==> src/sync_bit_packet_deframer_top_assert.svh <==
`ifndef SYNC_BIT_PACKET_DEFRAMER_TOP_ASSERT_SVH
`define SYNC_BIT_PACKET_DEFRAMER_TOP_ASSERT_SVH

// Both macros sample on clk and are switched off while rst_n is low.
`define SBPD_ASSERT_NOW(label, ante, cons) \
  label: assert property (@(posedge clk) disable iff (!rst_n) (ante) |-> (cons)) \
    else $error("sbpd assertion failed");

`define SBPD_ASSERT_NEXT(label, ante, cons) \
  label: assert property (@(posedge clk) disable iff (!rst_n) (ante) |=> (cons)) \
    else $error("sbpd assertion failed");

`endif

==> src/sbpd_pkg.sv <==
package sbpd_pkg;

  localparam int unsigned ByteW = 8;
  localparam int unsigned PosW  = 3;
  localparam int unsigned SignW = 7;
  localparam int unsigned DataN = 4;

  typedef logic [ByteW-1:0] byte_t;
  typedef logic [PosW-1:0]  pos_t;
  typedef logic [SignW-1:0] sign_t;

  localparam pos_t PosIdle  = 3'd0;
  localparam pos_t PosSign  = 3'd1;
  localparam pos_t PosAddr  = 3'd2;
  localparam pos_t PosData0 = 3'd3;
  localparam pos_t PosData1 = 3'd4;
  localparam pos_t PosData2 = 3'd5;
  localparam pos_t PosData3 = 3'd6;
  localparam pos_t PosCheck = 3'd7;

  localparam int unsigned SignBitCheck  = 0;
  localparam int unsigned SignBitData3  = 1;
  localparam int unsigned SignBitData2  = 2;
  localparam int unsigned SignBitData1  = 3;
  localparam int unsigned SignBitData0  = 4;
  localparam int unsigned SignBitAddr   = 5;
  localparam int unsigned SignBitHeader = 6;

endpackage

==> src/sync_bit_packet_deframer_top.sv <==
// Byte-stream deframer for fixed 8-byte packets.
// Input channel: one received byte per transfer on in_rx_byte. A byte with
// bit 7 set starts a packet as its header; it is followed by a sign byte, an
// address, four data bytes and a checksum, all with bit 7 clear. A header
// always restarts the packet, and stray bytes while idle are dropped.
// Output channel: one transfer per packet whose checksum matches, carrying
// the header, address and four data bytes with their top bits restored.
// Throughput is one input byte per cycle while in_ready is high; the result of
// a packet appears on the output register in the cycle after its checksum byte
// is transferred in; the six-operand 8-bit checksum add is combinational.
// When the receiver stalls, the pending result holds and in_ready drops
// until it is taken; a result drained in the same cycle frees the register.
// Reset (rst_n low at a clock edge) returns the receiver to idle and
// empties the output register; held packet bytes are not cleared.
`include "sync_bit_packet_deframer_top_assert.svh"

module sync_bit_packet_deframer_top
  import sbpd_pkg::*;
(
  input  logic       clk,
  input  logic       rst_n,
  input  logic       in_valid,
  output logic       in_ready,
  input  logic [7:0] in_rx_byte,
  output logic       out_valid,
  input  logic       out_ready,
  output logic [7:0] out_header,
  output logic [7:0] out_address,
  output logic [7:0] out_data_byte0,
  output logic [7:0] out_data_byte1,
  output logic [7:0] out_data_byte2,
  output logic [7:0] out_data_byte3
);

  pos_t  pos_r, pos_nxt;
  byte_t header_r;
  sign_t sign_r;
  byte_t address_r;
  byte_t data_r [DataN];
  logic  out_valid_r, out_valid_nxt;
  byte_t out_header_r, out_address_r;
  byte_t out_data0_r, out_data1_r, out_data2_r, out_data3_r;

  logic  in_fire;
  logic  is_header;
  logic  at_check;
  logic  sum_ok;
  logic  [1:0] data_idx;
  byte_t hdr_fix, adr_fix, d0_fix, d1_fix, d2_fix, d3_fix, chk_fix, sum;

  assign in_ready  = !out_valid_r || out_ready;
  assign in_fire   = in_valid && in_ready;
  assign is_header = in_rx_byte[ByteW-1];
  assign at_check  = (pos_r == PosCheck) && !is_header;
  assign data_idx  = 2'(pos_r[1:0] + 2'd1);

  assign hdr_fix = {sign_r[SignBitHeader], header_r[ByteW-2:0]};
  assign adr_fix = {sign_r[SignBitAddr],   address_r[ByteW-2:0]};
  assign d0_fix  = {sign_r[SignBitData0],  data_r[0][ByteW-2:0]};
  assign d1_fix  = {sign_r[SignBitData1],  data_r[1][ByteW-2:0]};
  assign d2_fix  = {sign_r[SignBitData2],  data_r[2][ByteW-2:0]};
  assign d3_fix  = {sign_r[SignBitData3],  data_r[3][ByteW-2:0]};
  assign chk_fix = {sign_r[SignBitCheck],  in_rx_byte[ByteW-2:0]};
  assign sum     = hdr_fix + adr_fix + d0_fix + d1_fix + d2_fix + d3_fix;
  assign sum_ok  = (sum == chk_fix);

  always_comb begin
    pos_nxt = pos_r;
    if (in_fire) begin
      if (is_header) begin
        pos_nxt = PosSign;
      end else begin
        unique case (pos_r) inside
          PosIdle:  pos_nxt = PosIdle;
          PosSign:  pos_nxt = PosAddr;
          PosAddr:  pos_nxt = PosData0;
          PosData0, PosData1, PosData2, PosData3: pos_nxt = 3'(pos_r + 3'd1);
          PosCheck: pos_nxt = PosIdle;
          default:  pos_nxt = PosIdle;
        endcase
      end
    end
  end

  assign out_valid_nxt = (in_fire && at_check && sum_ok) || (out_valid_r && !out_ready);

  always_ff @(posedge clk) begin
    if (!rst_n) begin
      pos_r       <= PosIdle;
      out_valid_r <= 1'b0;
    end else begin
      pos_r       <= pos_nxt;
      out_valid_r <= out_valid_nxt;
    end
  end

  always_ff @(posedge clk) begin
    if (in_fire) begin
      if (is_header) begin
        header_r <= in_rx_byte;
      end else if (pos_r == PosSign) begin
        sign_r <= in_rx_byte[SignW-1:0];
      end else if (pos_r == PosAddr) begin
        address_r <= in_rx_byte;
      end else if (pos_r >= PosData0 && pos_r <= PosData3) begin
        data_r[data_idx] <= in_rx_byte;
      end
    end
  end

  always_ff @(posedge clk) begin
    if (in_fire && at_check && sum_ok) begin
      out_header_r  <= hdr_fix;
      out_address_r <= adr_fix;
      out_data0_r   <= d0_fix;
      out_data1_r   <= d1_fix;
      out_data2_r   <= d2_fix;
      out_data3_r   <= d3_fix;
    end
  end

  assign out_valid      = out_valid_r;
  assign out_header     = out_header_r;
  assign out_address    = out_address_r;
  assign out_data_byte0 = out_data0_r;
  assign out_data_byte1 = out_data1_r;
  assign out_data_byte2 = out_data2_r;
  assign out_data_byte3 = out_data3_r;

  `SBPD_ASSERT_NEXT(a_header_restarts, in_fire && is_header, pos_r == PosSign)
  `SBPD_ASSERT_NEXT(a_check_to_idle, in_fire && at_check, pos_r == PosIdle)
  `SBPD_ASSERT_NEXT(a_good_packet_out, in_fire && at_check && sum_ok, out_valid_r)
  `SBPD_ASSERT_NOW(a_stall_only_full, !in_ready, out_valid_r && !out_ready)

endmodule

==> config.mk <==
export PLATFORM = sky130hd
export DESIGN_NAME = sync_bit_packet_deframer_top
export DESIGN_NICKNAME = d
export VERILOG_FILES = /design/src/sbpd_pkg.sv /design/src/sync_bit_packet_deframer_top.sv
export VERILOG_INCLUDE_DIRS = /design/src /design/src/src
export SDC_FILE = /design/constraint.sdc
export NUM_CORES = 1
export LEC_CHECK = 0
export BUFFER_PORTS_ARGS = -buffer_cell sky130_fd_sc_hd__clkbuf_2
export CORE_UTILIZATION = 40
export CTS_CLUSTER_SIZE = 28
export DETAILED_ROUTE_END_ITERATION = 10
export HOLD_SLACK_MARGIN = 0.15
export PLACE_DENSITY_LB_ADDON = 0.15
export SETUP_SLACK_MARGIN = 0.5
export SYNTH_ARGS = -nofsm -noshare
export SYNTH_HDL_FRONTEND = slang
export SYNTH_SLANG_ARGS = --single-unit
==> constraint.sdc <==
create_clock -name clk -period 6.7 [get_ports clk]
set_input_delay 0.335 -clock clk [delete_from_list [all_inputs] [get_ports clk]]
set_output_delay 0.335 -clock clk [all_outputs]
set_load 0.1 [all_outputs]
==> impl_metrics.toml <==
[grt]
grt_antenna_before_repair = 0
grt_pass1_vias = 2180
track_usage_pct = 14.2
grt_pass1_wl_microns = 11500
gr-total-overflow = 0
grt_max_degree = 49

[cts]
cts_root_buffer = "clkbuf_8"
clock_latency_ps = 360
cts_tree = "yes"
clockBufferDepth = 2
holdBufCountCts = 0
post_cts_resized = 0
htree_levels = 3
cts.sinks = 101
clk_pin_slew_ps = 110
cts_buffers = 9
post_cts_buffers = 0

[place]
place_hpwl_microns = 5280
port_buffers = 61
place_congestion = 0.701

[sta]
tns_ps = 0
slew_headroom_pct = 22.3
fmax_mhz = 206
layout_min_cycle_time_ps = 4850
worst_pin_slew_ps = 1160
timing.final.crit_share_pct = 72.4
rsz0062_at_grt = "false"
slew_violations = 0
fin_skew_ps = 15.8
finalHoldViolCount = 0
setup_viol_count_final = 0

[synthesis]
synth_edf_count = 97
yosysTopAreaCell = "edfxtp_1"
avgSynthCellArea_sq_um = 17.3
synth.distinct_cells = 32
synthArstFlopShare_pct = 0
ys_warn_count = 0
synth_top_area_share_pct = 66.7
synthesis.nets = 306
syn_inst = 252
synth.top_cells.by_area = "edfxtp_1 (67%), fa_1 (12%), ha_1 (4.3%)"
synth_area_sq_mm = 0.00436
synth_flop_cell = "edfxtp_1"
synth_seq_cells = 101
synth_seq_area_share_pct = 68.6

[routing]
drc = 0
drtAntennaViolNets = 0
via_per_inst = 4.64
routedWlPerCell_microns = 15.8
drt_iter0_drc = 88
routed_wl_microns = 7370
first_pass_iters = 4
num_vias = 2168

[setup_path]
crit_slowest_cell = "fa_1"
worstSetupPathType = "flop to flop"
rr_worst_depth = 13
path_common_cell = "fa_1"
cp.required_ps = 6690
crit_path_max_incr_delay_ps = 560
worstPathMaxFanout = 48
crit_arrival_ps = 4840
worstPathCellList = "fa_1 -> inv_1 -> fa_1 -> fa_1 -> inv_1 -> ha_1 -> fa_1 -> xnor2_1 -> nand3_1 -> or3_1 -> nor4_1 -> nor4b_4 -> buf_4"
cp-end-kind = "flop"
crit_path_start_kind = "flop"

[floorplan]
core_area_sq_mm = 0.0105
num_rows = 37
die_x_microns = 106
die_h_microns = 106
die_area_sq_mm = 0.0113
ios = 62
start_util_pct = 41.7

[pwr]
p_sw_share_pct = 23.5
power_switching_mw = 0.281
power_mw = 1.20
power.share.combinational_pct = 8.9
peakVddDrop_mv = 0.139
p_leak_nw = 1.95
seq_power_share_pct = 58.2
power.density_mw_per_mm2 = 236
clkPwrFrac_pct = 32.9
p_int_mw = 0.917

[layout]
multiInputGateArea_sq_mm = 0.00123
layout_common_cells = "edfxtp_1 (97), clkbuf_2 (61), inv_1 (42), fa_1 (27), ha_1 (15)"
diodes = 0
drive_above_1_share_pct = 25.1
syn_to_final_growth_pct = 16.3
fill_cells = 933
nets = 380
regArea_sq_mm = 0.00299
final_common_cell = "edfxtp_1"

[min_path]
whs_path_depth = 1
min_path_type = "input pin to flop"

[job]
max-cap-violations = 0

[outcome]
status = "completed"
==> worst max-delay path: cells and delay by family (launching register included) <==
| family | cells | cell delay, ps |
|---|---|---|
| buf+inv | 3 | 620 |
| fa+ha+maj | 5 | 2300 |
| simple gates | 4 | 910 |
| flops | 1 | 430 |
| xor+xnor | 1 | 190 |
==> cells in the mapped netlist, drive strengths merged (2+ instances only) <==
cell / n
edfxtp: 97
inv: 42
fa: 27
ha: 15
xnor2: 14
a21oi: 9
and2: 4
dfxtp: 4
nor2: 4
nor4: 4
and3: 3
nand2: 3
nand3: 3
nor3b: 3
xor2: 3
nand4: 2
nor4b: 2
==> power groups by stage <==
stage                     logic [mW]  registers, mW  clock network [mW]
after global routing           0.123          0.697               0.429
final                          0.107          0.696               0.394
after detailed placement       0.108          0.711                   0
after floorplan               0.0815          0.710                   0
after global placement         0.108          0.711                   0
after CTS                      0.109          0.696               0.406
==> worst paths after layout <==
kind                                             start                           to  slack (ps)
worst max-delay path             header_r[2]$_DFFE_PP_  out_data_byte0[7]$_DFFE_PP_        1850
worst min-delay path                     in_rx_byte[5]       data_r[1][5]$_DFFE_PP_         280
worst max register to register   header_r[2]$_DFFE_PP_  out_data_byte0[7]$_DFFE_PP_        1850
worst min register to register  data_r[0][0]$_DFFE_PP_  out_data_byte0[0]$_DFFE_PP_         460
==> cell families (layout without fill, tap and decap cells) <==
family	count (synthesis)	in the layout	synth area share, %
AND/OR/NAND/NOR	32	32	4.73
adder cells (fa/ha/maj)	42	42	16.7
AO/OA/AOI/OAI	17	17	2.44
buffers and inverters	42	121	3.61
XOR/XNOR	18	18	3.96
flip-flops	101	101	68.6
==> metal layers <==
metal | routed length, microns | global-route usage (%)
met2 | 3420 | 21.6
met5 | 0 | 0
met4 | 158 | 5.19
met3 | 288 | 3.68
met1 | 3500 | 19.7
==> sequential cells by signal, summed over array words and instances (netlist names) <==
name and cells:
address_r 7, data_r 28, header_r 7, out_address 8
out_data_byte0 8, out_data_byte1 8, out_data_byte2 8, out_data_byte3 8
out_header 8, out_valid 1, pos_r 3, sign_r 7
==> area by class of cell <==
| class | instances | share of cell area, % |
|---|---|---|
| clock buffer | 9 | 2.44 |
| clock inverter | 7 | 1.60 |
| inverter | 42 | 3.11 |
| multi-input combinational | 109 | 24.2 |
| sequential | 101 | 59.0 |
| tap | 136 | 3.35 |
| timing repair buffer | 63 | 6.31 |
==> per-stage QoR <==
stage / utilization (%) / instances / setup WS, ps / instance area (sq um) / hold slack (ps)
CTS: 48.5 / 467 / 1800 / 5070 / 266
global route: 48.5 / 467 / 1590 / 5070 / 272
finish: 48.5 / 467 / 1850 / 5070 / 278
detailed placement: 46.5 / 451 / 1850 / 4870 / 435
floorplan: - / 252 / 1140 / 4370 / 426
global placement: 46.5 / 451 / 1910 / 4870 / 435
Note: power is estimated with default switching activity, not from simulation.
